## src/rtl/lccc_pkg.sv

```systemverilog
`timescale 1ns / 1ps
// Shared types and constants of the low current charge cutoff block.
package lccc_pkg;

    localparam int DATA_W      = 16;
    localparam int SOC_W       = 7;
    localparam int IN_TDATA_W  = 56;
    localparam int OUT_TDATA_W = 56;
    localparam int CFG_ADDR_W  = 3;
    localparam int CFG_DATA_W  = 16;

    // Magnitude of (current - mean) needs 17 bits; one quotient bit per step.
    localparam int DIV_STEPS = 17;
    localparam int DIV_CNT_W = 5;

    // Configuration register indexes
    localparam logic [CFG_ADDR_W-1:0] REG_CUTOFF_ENABLE  = 3'd0;
    localparam logic [CFG_ADDR_W-1:0] REG_CUTOFF_TICKS   = 3'd1;
    localparam logic [CFG_ADDR_W-1:0] REG_CUTOFF_CURRENT = 3'd2;
    localparam logic [CFG_ADDR_W-1:0] REG_RELEASE_SOC    = 3'd3;
    localparam logic [CFG_ADDR_W-1:0] REG_START_CELL_MV  = 3'd4;

    localparam logic [SOC_W-1:0] RELEASE_SOC_RESET = 7'd100;

    typedef struct packed {
        logic                     cutoff_enable;
        logic [DATA_W-1:0]        cutoff_ticks;
        logic signed [DATA_W-1:0] cutoff_current;
        logic [SOC_W-1:0]         release_soc;
        logic [DATA_W-1:0]        start_cell_mv;
    } cfg_t;

    typedef enum logic [2:0] {
        S_IDLE,
        S_EVAL,
        S_DIV,
        S_UPDATE,
        S_PUSH
    } state_t;

    typedef struct packed {
        logic load_in;
        logic eval;
        logic div_step;
        logic update;
        logic push;
    } ctrl_cmd_t;

    typedef struct packed {
        logic need_div;
        logic div_last;
        logic out_free;
    } ctrl_sts_t;

endpackage

```

## src/rtl/lccc_ctrl.sv

```systemverilog
`timescale 1ns / 1ps
// Controller state machine: sequences evaluation, serial division and result push.
module lccc_ctrl import lccc_pkg::*; (
    input  logic      aclk,
    input  logic      aresetn,
    input  logic      s_axis_tvalid,
    output logic      s_axis_tready,
    input  ctrl_sts_t sts,
    output ctrl_cmd_t cmd
);

    state_t state_reg;
    state_t state_next;

    always_ff @(posedge aclk) begin
        if (!aresetn) begin
            state_reg <= S_IDLE;
        end else begin
            state_reg <= state_next;
        end
    end

    always_comb begin
        state_next = state_reg;
        unique case (state_reg)
            S_IDLE: begin
                if (s_axis_tvalid) begin
                    state_next = S_EVAL;
                end
            end
            S_EVAL: begin
                state_next = sts.need_div ? S_DIV : S_PUSH;
            end
            S_DIV: begin
                if (sts.div_last) begin
                    state_next = S_UPDATE;
                end
            end
            S_UPDATE: begin
                state_next = S_PUSH;
            end
            S_PUSH: begin
                if (sts.out_free) begin
                    state_next = S_IDLE;
                end
            end
            default: begin
                state_next = S_IDLE;
            end
        endcase
    end

    always_comb begin
        s_axis_tready = 1'b0;
        cmd           = '0;
        unique case (state_reg)
            S_IDLE: begin
                s_axis_tready = 1'b1;
                cmd.load_in   = s_axis_tvalid;
            end
            S_EVAL: begin
                cmd.eval = 1'b1;
            end
            S_DIV: begin
                cmd.div_step = 1'b1;
            end
            S_UPDATE: begin
                cmd.update = 1'b1;
            end
            S_PUSH: begin
                cmd.push = sts.out_free;
            end
            default: begin
                cmd = '0;
            end
        endcase
    end

endmodule

```

## src/rtl/lccc_datapath.sv

```systemverilog
`timescale 1ns / 1ps
// Datapath: input capture, cutoff state, serial signed divider and output register.
module lccc_datapath import lccc_pkg::*; (
    input  logic                   aclk,
    input  logic                   aresetn,
    input  cfg_t                   cfg,
    input  ctrl_cmd_t              cmd,
    output ctrl_sts_t              sts,
    input  logic [IN_TDATA_W-1:0]  s_axis_tdata,
    output logic                   m_axis_tvalid,
    input  logic                   m_axis_tready,
    output logic [OUT_TDATA_W-1:0] m_axis_tdata
);

    // Captured transaction
    logic signed [DATA_W-1:0] lim_reg;
    logic signed [DATA_W-1:0] cur_reg;
    logic [SOC_W-1:0]         soc_reg;
    logic [DATA_W-1:0]        cell_reg;
    logic                     bal_reg;

    // Cutoff state
    logic [DATA_W-1:0]        timer_reg;
    logic signed [DATA_W-1:0] mean_reg;
    logic [DATA_W-1:0]        count_reg;

    // Staged result
    logic signed [DATA_W-1:0] res_limit_reg;
    logic                     res_float_reg;

    // Divider
    logic [DATA_W-1:0]    rem_reg;
    logic [DATA_W:0]      quo_reg;
    logic                 neg_reg;
    logic [DIV_CNT_W-1:0] div_cnt_reg;

    logic                     m_valid_reg;
    logic [OUT_TDATA_W-1:0]   m_data_reg;

    logic              timer_hit;
    logic [DATA_W-1:0] count_inc;
    logic [DATA_W:0]   diff;
    logic [DATA_W:0]   diff_mag;
    logic [DATA_W:0]   trial;
    logic              fits;
    logic [DATA_W:0]   trial_sub;
    logic [DATA_W+1:0] quo_signed;
    logic [DATA_W+1:0] mean_sum;
    logic [DATA_W-1:0] new_mean;
    logic              start_ok;
    logic              mean_low;

    always_comb begin
        timer_hit = timer_reg >= cfg.cutoff_ticks;
        count_inc = (count_reg == {DATA_W{1'b1}}) ? count_reg : count_reg + 1'b1;
        diff      = {cur_reg[DATA_W-1], cur_reg} - {mean_reg[DATA_W-1], mean_reg};
        diff_mag  = diff[DATA_W] ? (~diff + 1'b1) : diff;
        trial     = {rem_reg, quo_reg[DATA_W]};
        fits      = trial >= {1'b0, count_reg};
        trial_sub = trial - {1'b0, count_reg};
        quo_signed = neg_reg ? (~{1'b0, quo_reg} + 1'b1) : {1'b0, quo_reg};
        mean_sum  = {{2{mean_reg[DATA_W-1]}}, mean_reg} + quo_signed;
        new_mean  = mean_sum[DATA_W-1:0];
        if (cfg.start_cell_mv != '0) begin
            start_ok = (cell_reg >= cfg.start_cell_mv) || (timer_reg != '0);
        end else begin
            start_ok = soc_reg >= cfg.release_soc;
        end
        mean_low = $signed(new_mean) < cfg.cutoff_current;
    end

    always_comb begin
        sts.need_div = !bal_reg && cfg.cutoff_enable && !timer_hit;
        sts.div_last = div_cnt_reg == DIV_CNT_W'(DIV_STEPS - 1);
        sts.out_free = !m_valid_reg || m_axis_tready;
    end

    // Payload, staged result, divider and output data registers
    always_ff @(posedge aclk) begin
        if (cmd.load_in) begin
            lim_reg  <= s_axis_tdata[15:0];
            cur_reg  <= s_axis_tdata[31:16];
            soc_reg  <= s_axis_tdata[38:32];
            cell_reg <= s_axis_tdata[54:39];
            bal_reg  <= s_axis_tdata[55];
        end
        if (cmd.eval) begin
            res_limit_reg <= lim_reg;
            res_float_reg <= 1'b0;
            if (!bal_reg && cfg.cutoff_enable && timer_hit) begin
                res_float_reg <= 1'b1;
                if (soc_reg >= cfg.release_soc) begin
                    res_limit_reg <= '0;
                end
            end
            rem_reg     <= '0;
            quo_reg     <= diff_mag;
            neg_reg     <= diff[DATA_W];
            div_cnt_reg <= '0;
        end
        if (cmd.div_step) begin
            rem_reg     <= fits ? trial_sub[DATA_W-1:0] : trial[DATA_W-1:0];
            quo_reg     <= {quo_reg[DATA_W-1:0], fits};
            div_cnt_reg <= div_cnt_reg + 1'b1;
        end
        if (cmd.push) begin
            m_data_reg <= {7'd0, timer_reg, mean_reg, res_float_reg, res_limit_reg};
        end
    end

    // Cutoff state and output valid
    always_ff @(posedge aclk) begin
        if (!aresetn) begin
            timer_reg   <= '0;
            mean_reg    <= '0;
            count_reg   <= '0;
            m_valid_reg <= 1'b0;
        end else begin
            if (cmd.eval) begin
                if (bal_reg) begin
                    timer_reg <= '0;
                    mean_reg  <= '0;
                    count_reg <= '0;
                end else if (cfg.cutoff_enable) begin
                    if (timer_hit) begin
                        // release the cutoff once SoC drops
                        if (soc_reg < cfg.release_soc) begin
                            timer_reg <= '0;
                            mean_reg  <= '0;
                            count_reg <= '0;
                        end
                    end else begin
                        count_reg <= count_inc;
                    end
                end
            end
            if (cmd.update) begin
                if (mean_low && start_ok) begin
                    mean_reg  <= new_mean;
                    timer_reg <= timer_reg + 1'b1;
                end else begin
                    timer_reg <= '0;
                    mean_reg  <= '0;
                    count_reg <= '0;
                end
            end
            if (cmd.push) begin
                m_valid_reg <= 1'b1;
            end else if (m_axis_tready) begin
                m_valid_reg <= 1'b0;
            end
        end
    end

    assign m_axis_tvalid = m_valid_reg;
    assign m_axis_tdata  = m_data_reg;

endmodule

```

## src/rtl/low_current_charge_cutoff_core.sv

```systemverilog
`timescale 1ns / 1ps
// Top level of the low current charge cutoff block: config registers, controller, datapath.
//
// One transaction is one control tick. A tick that does not update the running
// mean (autobalance active, cutoff disabled, or timer already reached) goes from
// evaluation straight to the result push; a tick that updates the mean first runs
// the serial signed divider, which produces one quotient bit per cycle, and then
// the mean update. Results wait in an output register, so a tick may be accepted
// while the previous result is still pending; the block stalls only when a new
// result is ready and the output register is still full. Configuration writes
// are always accepted and must be issued while no tick is in flight.
module low_current_charge_cutoff_core import lccc_pkg::*; (
    input  logic                   aclk,
    input  logic                   aresetn,
    // config write channel
    input  logic                   cfg_valid,
    output logic                   cfg_ready,
    input  logic [CFG_ADDR_W-1:0]  cfg_addr,
    input  logic [CFG_DATA_W-1:0]  cfg_data,
    // input ticks
    input  logic                   s_axis_tvalid,
    output logic                   s_axis_tready,
    // limit_in[15:0], battery_current[31:16], soc_percent[38:32],
    // max_cell_mv[54:39], balancing[55]
    input  logic [IN_TDATA_W-1:0]  s_axis_tdata,
    // results
    output logic                   m_axis_tvalid,
    input  logic                   m_axis_tready,
    // limit_out[15:0], float_request[16], mean_current[32:17],
    // tick_count[48:33], zero[55:49]
    output logic [OUT_TDATA_W-1:0] m_axis_tdata
);

    cfg_t      cfg_reg;
    ctrl_cmd_t cmd;
    ctrl_sts_t sts;

    assign cfg_ready = 1'b1;

    always_ff @(posedge aclk) begin
        if (!aresetn) begin
            cfg_reg.cutoff_enable  <= 1'b0;
            cfg_reg.cutoff_ticks   <= '0;
            cfg_reg.cutoff_current <= '0;
            cfg_reg.release_soc    <= RELEASE_SOC_RESET;
            cfg_reg.start_cell_mv  <= '0;
        end else if (cfg_valid && cfg_ready) begin
            unique case (cfg_addr)
                REG_CUTOFF_ENABLE:  cfg_reg.cutoff_enable  <= cfg_data[0];
                REG_CUTOFF_TICKS:   cfg_reg.cutoff_ticks   <= cfg_data;
                REG_CUTOFF_CURRENT: cfg_reg.cutoff_current <= cfg_data;
                REG_RELEASE_SOC:    cfg_reg.release_soc    <= cfg_data[SOC_W-1:0];
                REG_START_CELL_MV:  cfg_reg.start_cell_mv  <= cfg_data;
                default: begin
                    // drop writes to unknown indexes
                end
            endcase
        end
    end

    lccc_ctrl u_ctrl (
        .aclk          (aclk),
        .aresetn       (aresetn),
        .s_axis_tvalid (s_axis_tvalid),
        .s_axis_tready (s_axis_tready),
        .sts           (sts),
        .cmd           (cmd)
    );

    lccc_datapath u_datapath (
        .aclk          (aclk),
        .aresetn       (aresetn),
        .cfg           (cfg_reg),
        .cmd           (cmd),
        .sts           (sts),
        .s_axis_tdata  (s_axis_tdata),
        .m_axis_tvalid (m_axis_tvalid),
        .m_axis_tready (m_axis_tready),
        .m_axis_tdata  (m_axis_tdata)
    );

    // One tick in flight at a time
    a_one_in_flight: assert property (@(posedge aclk) disable iff (!aresetn)
        s_axis_tvalid && s_axis_tready |=> !s_axis_tready)
        else $error("input accepted while a tick is in flight");

    // Never overwrite a pending result
    a_push_free: assert property (@(posedge aclk) disable iff (!aresetn)
        cmd.push |-> !(m_axis_tvalid && !m_axis_tready))
        else $error("result pushed over a pending transaction");

    // A new result appears only after a push
    a_valid_from_push: assert property (@(posedge aclk) disable iff (!aresetn)
        $rose(m_axis_tvalid) |-> $past(cmd.push))
        else $error("output valid raised without a push");

endmodule
```

## config.mk

```make
export PLATFORM = sky130hd
export DESIGN_NAME = low_current_charge_cutoff_core
export DESIGN_NICKNAME = d
export VERILOG_FILES = /design/src/rtl/lccc_pkg.sv /design/src/rtl/lccc_ctrl.sv /design/src/rtl/lccc_datapath.sv /design/src/rtl/low_current_charge_cutoff_core.sv
export SDC_FILE = /design/constraint.sdc
export NUM_CORES = 1
export LEC_CHECK = 0
export BUFFER_PORTS_ARGS = -buffer_cell sky130_fd_sc_hd__clkbuf_2
export CAP_MARGIN = 20
export CORE_MARGIN = 2
export CORE_UTILIZATION = 40
export DETAILED_ROUTE_END_ITERATION = 10
export GPL_ROUTABILITY_DRIVEN = 1
export PLACE_DENSITY_LB_ADDON = 0.3
export SLEW_MARGIN = 20
export SYNTH_ARGS = -nofsm -noshare
export SYNTH_HDL_FRONTEND = slang
export SYNTH_SLANG_ARGS = --single-unit
```

## constraint.sdc

```tcl
create_clock -name aclk -period 6.7 [get_ports aclk]
set_input_delay 0.67 -clock aclk [delete_from_list [all_inputs] [get_ports aclk]]
set_output_delay 0.67 -clock aclk [all_outputs]
set_load 0.1 [all_outputs]
```

==> Word-level counts from Yosys, hierarchy flattened <==
Index checks and enable logic that the tools add are counted.
{ "word_totals": {"regBits": 269, "inputBits": 80, "elab_cells": 120} }
{ "op_classes": {"n_eq_ne": 13, "n_mux": 43, "magnitude_cmp": 6, "n_addsub": 8, "bitwise": 2, "n_reduce_logical": 26} }
{ "ops": {"columns": ["cell", "count"], "rows": [
  ["$mux W16", 23],
  ["$mux W17", 3],
  ["$add A16 B1 Y16 const B", 3],
  ["$ge A16 B16 Y1", 2],
  ["$reduce_bool A16 Y1", 2],
  ["$add A17 B1 Y17 const B", 1],
  ["$ge A17 B16 Y1", 1],
  ["$not A17 Y17", 1],
  ["$sub A16 B16 Y17", 1],
  ["$add A16 B16 Y16", 1],
  ["$eq A16 B16 Y1 const B", 1],
  ["$lt A16 B16 Y1", 1],
  ["$not A16 Y16", 1],
  ["$sub A16 B16 Y16", 1],
  ["$pmux W3 S5", 1],
  ["$eq A3 B2 Y1 const B", 4],
  ["$mux W3", 4],
  ["$mux W1", 10],
  ["$mux W5", 2],
  ["$reduce_and A2 Y1", 5],
  ["$reduce_bool A3 Y1", 3],
  ["$ge A7 B7 Y1", 1],
  ["$lt A7 B7 Y1", 1],
  ["$eq A3 B1 Y1 const B", 2],
  ["other kinds (12)", 23]
]} }

==> Longest topological paths before layout <==
{ "depth": {"ltp_word": 8, "mapped_depth": 25, "depth_no_buf": 24} }

==> By module <==
From an unflattened synthesis, not the netlist that was laid out.
{ "hier_totals": {"hier_cells": 1416, "area_unflattened_um2": 14802.9} }
{ "by_module_without_submodules": {"columns": ["module", "instances", "area_per_inst_um2", "cells_each"], "rows": [
  ["lccc_datapath", 1, 12426.9, 1179],
  ["low_current_charge_cutoff_core", 1, 2172.1, 210],
  ["lccc_ctrl", 1, 203.9, 27]
]} }

==> Least setup slack after synthesis <==
Ideal clock, no wire load.
{ "synth_timing": {"kind": "register -> register", "from": "reg u_datapath.quo_reg[2]", "to": "reg u_datapath.mean_reg[10]", "setup_slack_ps": 1829, "synth_period_minus_slack_ps": 4871, "path_stages_with_launch": 22, "n_path_buf": 1, "arrival_ps": 4806, "setup_time_ps": 65, "required_ps": 6635, "cell_sequence": "edfxtp_1 or3_1 or3b_1 or4_1 o21ai_0 xnor2_1 ha_1 a21o_1 a21o_1 a21oi_1 o21ai_0 xor2_1 ha_1 nand2_1 o21bai_1 a31o_2 a211oi_1 o21ai_0 nor3_1 clkbuf_1 a22oi_1 nor2b_1"} }
{ "synth_between": {"elab_chain_cells": 8} }
{ "synth_lines": {"columns": ["item", "line", "rtl"], "rows": [
  ["start, declared", "lccc_datapath.sv:33", "logic [DATA_W:0] quo_reg;"],
  ["start signal, assigned", "lccc_datapath.sv:97", "quo_reg <= diff_mag;"],
  ["start signal, assigned", "lccc_datapath.sv:103", "quo_reg <= {quo_reg[DATA_W-1:0], fits};"],
  ["$not A16 Y16", "lccc_datapath.sv:61", "quo_signed = neg_reg ? (~{1'b0, quo_reg} + 1'b1) : {1'b0, quo_reg};"],
  ["$add A16 B1 Y16", "lccc_datapath.sv:61", null],
  ["$mux W16 *", "lccc_datapath.sv:61", null],
  ["$add A16 B16 Y16 *", "lccc_datapath.sv:62", "mean_sum = {{2{mean_reg[DATA_W-1]}}, mean_reg} + quo_signed;"],
  ["$lt A16 B16 Y1", "lccc_datapath.sv:69", "mean_low = $signed(new_mean) < cfg.cutoff_current;"],
  ["$logic_and A1 B1 Y1", "lccc_datapath.sv:138", "if (mean_low && start_ok) begin"],
  ["$mux W16 *", "lccc_datapath.sv:138", null],
  ["$mux W16 *", "lccc_datapath.sv:137", "if (cmd.update) begin"],
  ["end signal, assigned", "lccc_datapath.sv:139", "mean_reg <= new_mean;"],
  ["end, declared", "lccc_datapath.sv:24", "logic signed [DATA_W-1:0] mean_reg;"]
]} }
Mark *: on every way between the ends. The rest lies on a longest branch, timed or not.
A chain may end at the register's enable or synchronous reset.

==> Worst setup path after layout <==
{ "layout_timing": {"from": "reg u_datapath.quo_reg[2]", "to": "reg u_datapath.timer_reg[3]"} }
{ "layout_between": {"elab_chain_cells": 8} }
{ "layout_lines": {"columns": ["item", "line", "rtl"], "rows": [
  ["$not A16 Y16", "lccc_datapath.sv:61", null],
  ["$add A16 B1 Y16", "lccc_datapath.sv:61", null],
  ["$mux W16 *", "lccc_datapath.sv:61", null],
  ["$add A16 B16 Y16 *", "lccc_datapath.sv:62", null],
  ["$lt A16 B16 Y1 *", "lccc_datapath.sv:69", null],
  ["$logic_and A1 B1 Y1 *", "lccc_datapath.sv:138", null],
  ["$mux W16 *", "lccc_datapath.sv:138", null],
  ["$mux W16 *", "lccc_datapath.sv:137", null],
  ["end signal, assigned", "lccc_datapath.sv:140", "timer_reg <= timer_reg + 1'b1;"],
  ["end, declared", "lccc_datapath.sv:23", "logic [DATA_W-1:0] timer_reg;"]
]} }
Marked as above.

==> summary.md <==
| Metric | Value |
|---|---|
| Max Clock Skew | `around 22 ps` |
| Total gr overflow | `0` |
| Mean Syn Cell Area | `about 10 um2` |
| Minimum clock period | `around 5300 ps` |
| Vias | `between 10000 and 15000` |
| Post-CTS Setup Inserts | `0` |
| Die X | `195 um` |
| Peak supply drop | `a little under 0.0002 V` |
| Post-synthesis sequential area ratio | `0.478` |
| 1st-pass router iterations | `5` |
| Global routing usage on met3 | `0.0237` |
| Chip height | `just under 200 um` |
| Tot GR Track Use | `0.185` |
| Clock Sinks | `between 200 and 300` |
| Finished Layout Cells | `2080` |
| CP peak stage delay | `approximately 480 ps` |
| Worst slew margin | `0.339` |
| Fin crit share | `0.795` |
| Placed Cells | `2022` |
| Cts hold-fix bufs | `0` |
| Vias in the first global route | `10600` |
| Clock tree buffer depth | `3` |
| Power Density | `263 mW/mm2` |
| Number of synthesized flops with an enable pin | `161` |
| Iter 0 DRT Violations | `597` |
| FF+latch count, synth | `269` |
| Hold crit path type | `in -> reg` |
| Unrepaired setup endpoints after global routing | `false` |
| Number of diodes | `0` |
| Vias per cell | `about 5.4` |
| # port buffers | `130` |
| Max Slew Vio Count | `0` |
| Startpoint types | `flop` |
| Clk root buf | `clkbuf_16` |
| Clock transition at path regs | `about 60 ps` |
| WP buf/inv | `1` |
| Crit Path Max Fanout | `15` |
| Final Wtd Congestion | `~0.87` |
| Setup total negative slack | `0 ps` |
| HPWL after detailed placement | `roughly 26000 um` |
| First-pass GRT wire length | `approximately 57000 um` |
| Proportion of layout cells with a drive suffix above 1 | `0.134` |
| Fraction of registers with async set/reset | `0` |
| Synth warn | `0` |
| Most used cell, CP | `o21ai_0` |
| Largest net degree at the start of global routing | `74` |
| Full die area | `~0.038 mm2` |
| Most used routing layer | `met2` |
| Core ar. | `0.0363 mm2` |
| Crit-path cells | `or3_1 -> or3b_1 -> or4_1 -> o21ai_0 -> xnor2_1 -> ha_1 -> a21o_1 -> a21o_1 -> a21oi_1 -> o21ai_0 -> xor2_1 -> ha_1 -> nand2_1 -> o21bai_1 -> a31o_2 -> nor2b_1 -> o21ai_0 -> nor3_1 -> o21ai_1 -> buf_4 -> a21oi_1` |
| DRT antenna net count | `0` |
| Synth Cell Area | `roughly 0.015 mm2` |
| Cell Rows | `70` |
| Fmax | `between 150 and 200 MHz` |
| Maxcap violations | `0` |
| Family with the most delay on the worst path | `compound AO/OA/AOI/OAI gates` |
| Nets | `1782` |
| Area occupied by multi-input gates | `0.00700 mm2` |
| Grt met1 use | `0.251` |
| Initial Util | `0.403` |
| CTS buffer count | `31` |
| Mapped Cells | `roughly 1500` |
| Top FF cell, synth | `edfxtp_1` |
| Yosys cell types | `roughly 80` |
| Synth area leaders | `edfxtp_1, dfxtp_1, ha_1` |
| Fillers | `3397` |
| Lkg Pwr | `approximately 6.4 nW` |
| CP Class | `reg -> reg` |
| Critical Path RT | `7150 ps` |
| # H-tree levels | `1` |
| TritonCTS clock tree | `built` |
| Max FFs per register | `56` |
| Outcome | `finished, final reports clean` |
| Critical-path top delay cell | `o21ai_1` |
| Initial antenna violation count | `0` |
| Worst Tran Pin Value | `just under 1000 ps` |
| Post-CTS resize count | `0` |
| Final setup viols | `0` |
| Crit. End Element | `flop` |
| Global Route met2 Usage | `0.313` |
| Wire per inst | `17.0 um` |
| WP data arrival | `about 5800 ps` |
| Share of the synthesized area in the top cell type | `0.330` |
| Clk_lat worst skew | `approximately 570 ps` |
| DRC viols | `0` |
| Synth area leader | `edfxtp_1` |
| FF/Latch Area | `0.00700 mm2` |
| Num ports | `roughly 140` |
| Area grow syn2layout | `14.8%` |
| Final hold violations | `0` |
| Drt total wl | `35400 um` |
[per-layer routing]
metal / vias up / part of all wire
li1: 5505 / -
met1: 5355 / 0.47
met2: 261 / 0.47
met3: 54 / 0.043
met4: 0 / 0.023
met5: - / 0
[worst reg2reg max path: cells and delay by family, from the launching register on]
kind	cells	cell delay, ps
AO/OA/AOI/OAI	10	1890
flip-flops	1	430
AND/OR/NAND/NOR	6	1650
XOR/XNOR	2	370
adder cells (fa/ha/maj)	2	590
buffers and inverters	1	330
[layout make-up]
| class | instances | area share |
|---|---|---|
| clock buffers | 41 | 0.0567 |
| inverters | 112 | 0.0250 |
| flip-flops and latches | 269 | 0.416 |
| multi-input cells | 1034 | 0.417 |
| well taps | 468 | 0.0348 |
| repair buffers | 139 | 0.0427 |
| clock inverters | 17 | 0.00774 |
[layout by cell type (no fill, tap or decap), drive strengths merged, types with 12 or more instances in the layout]
cell and instances:
a31oi 15, dfxtp 108, mux2i 18, nand4 15, nand2 172, a211oi 13, xor2 21, o31ai 13
or3 12, inv 118, clkbuf 171, nor2 97, nor3 20, ha 112, a22oi 12, a21o 36
a21boi 54, and2 21, xnor2 54, a21oi 82, o21ai 39, nand2b 12, edfxtp 161, nand3 45
nor2b 27, and3 14
[where the power goes]
group          switching [mW]  internal (mW)  leakage (nW)
Combinational           0.494          0.269          3.43
Sequential             0.0494           1.86          2.41
Clock                   0.708           1.04         0.551
[synthesized netlist by cell type (14+ instances only)]
library cell  number
inv_1            111
nor2b_1           27
nor3_1            20
o21ai_0           34
ha_1             112
a31oi_1           15
xor2_1            21
and2_1            21
dfxtp_1          108
clkbuf_1          42
edfxtp_1         161
a21o_1            36
nand4_1           15
a21oi_1           82
nand3_1           45
nor2_1            97
xnor2_1           53
a21boi_0          54
nand2_1          171
mux2i_1           18
and3_1            14
[cells by family after synthesis]
| family | count (synthesis) | share of synthesized area |
|---|---|---|
| fa+ha+maj | 115 | 0.0999 |
| buf+inv | 169 | 0.0459 |
| xor+xnor | 75 | 0.0454 |
| mux | 20 | 0.0141 |
| simple gates | 475 | 0.155 |
| flops | 269 | 0.478 |
| other cells | 2 | 0.000513 |
| compound gates | 341 | 0.161 |
[metrics by stage]
stage	cell area [um2]	total power [mW]	hold slack [ps]	setup WS [ps]	utilization
after floorplan	14700	2.51	400	1830	-
after global placement	15700	2.68	400	1470	0.432
after detailed placement	15700	2.70	405	1380	0.432
after CTS	16800	4.46	251	1390	0.462
after global routing	16800	4.62	260	960	0.462
final	16800	4.42	275	1370	0.462
[path summary, 6_finish.rpt]
path                                         start                              endpoint  slack [ps]  cells after the start
max reg2reg        u_datapath.quo_reg[2]$_DFFE_PP_  u_datapath.timer_reg[3]$_SDFFE_PN0P_        1370                     21
min                               s_axis_tdata[49]     u_datapath.cell_reg[10]$_DFFE_PP_         270                      1
min reg2reg  u_datapath.res_limit_reg[9]$_DFFE_PP_  u_datapath.m_axis_tdata[9]$_DFFE_PP_         420                      0
max                u_datapath.quo_reg[2]$_DFFE_PP_  u_datapath.timer_reg[3]$_SDFFE_PN0P_        1370                     21
Power figures use the tool's default switching activity.
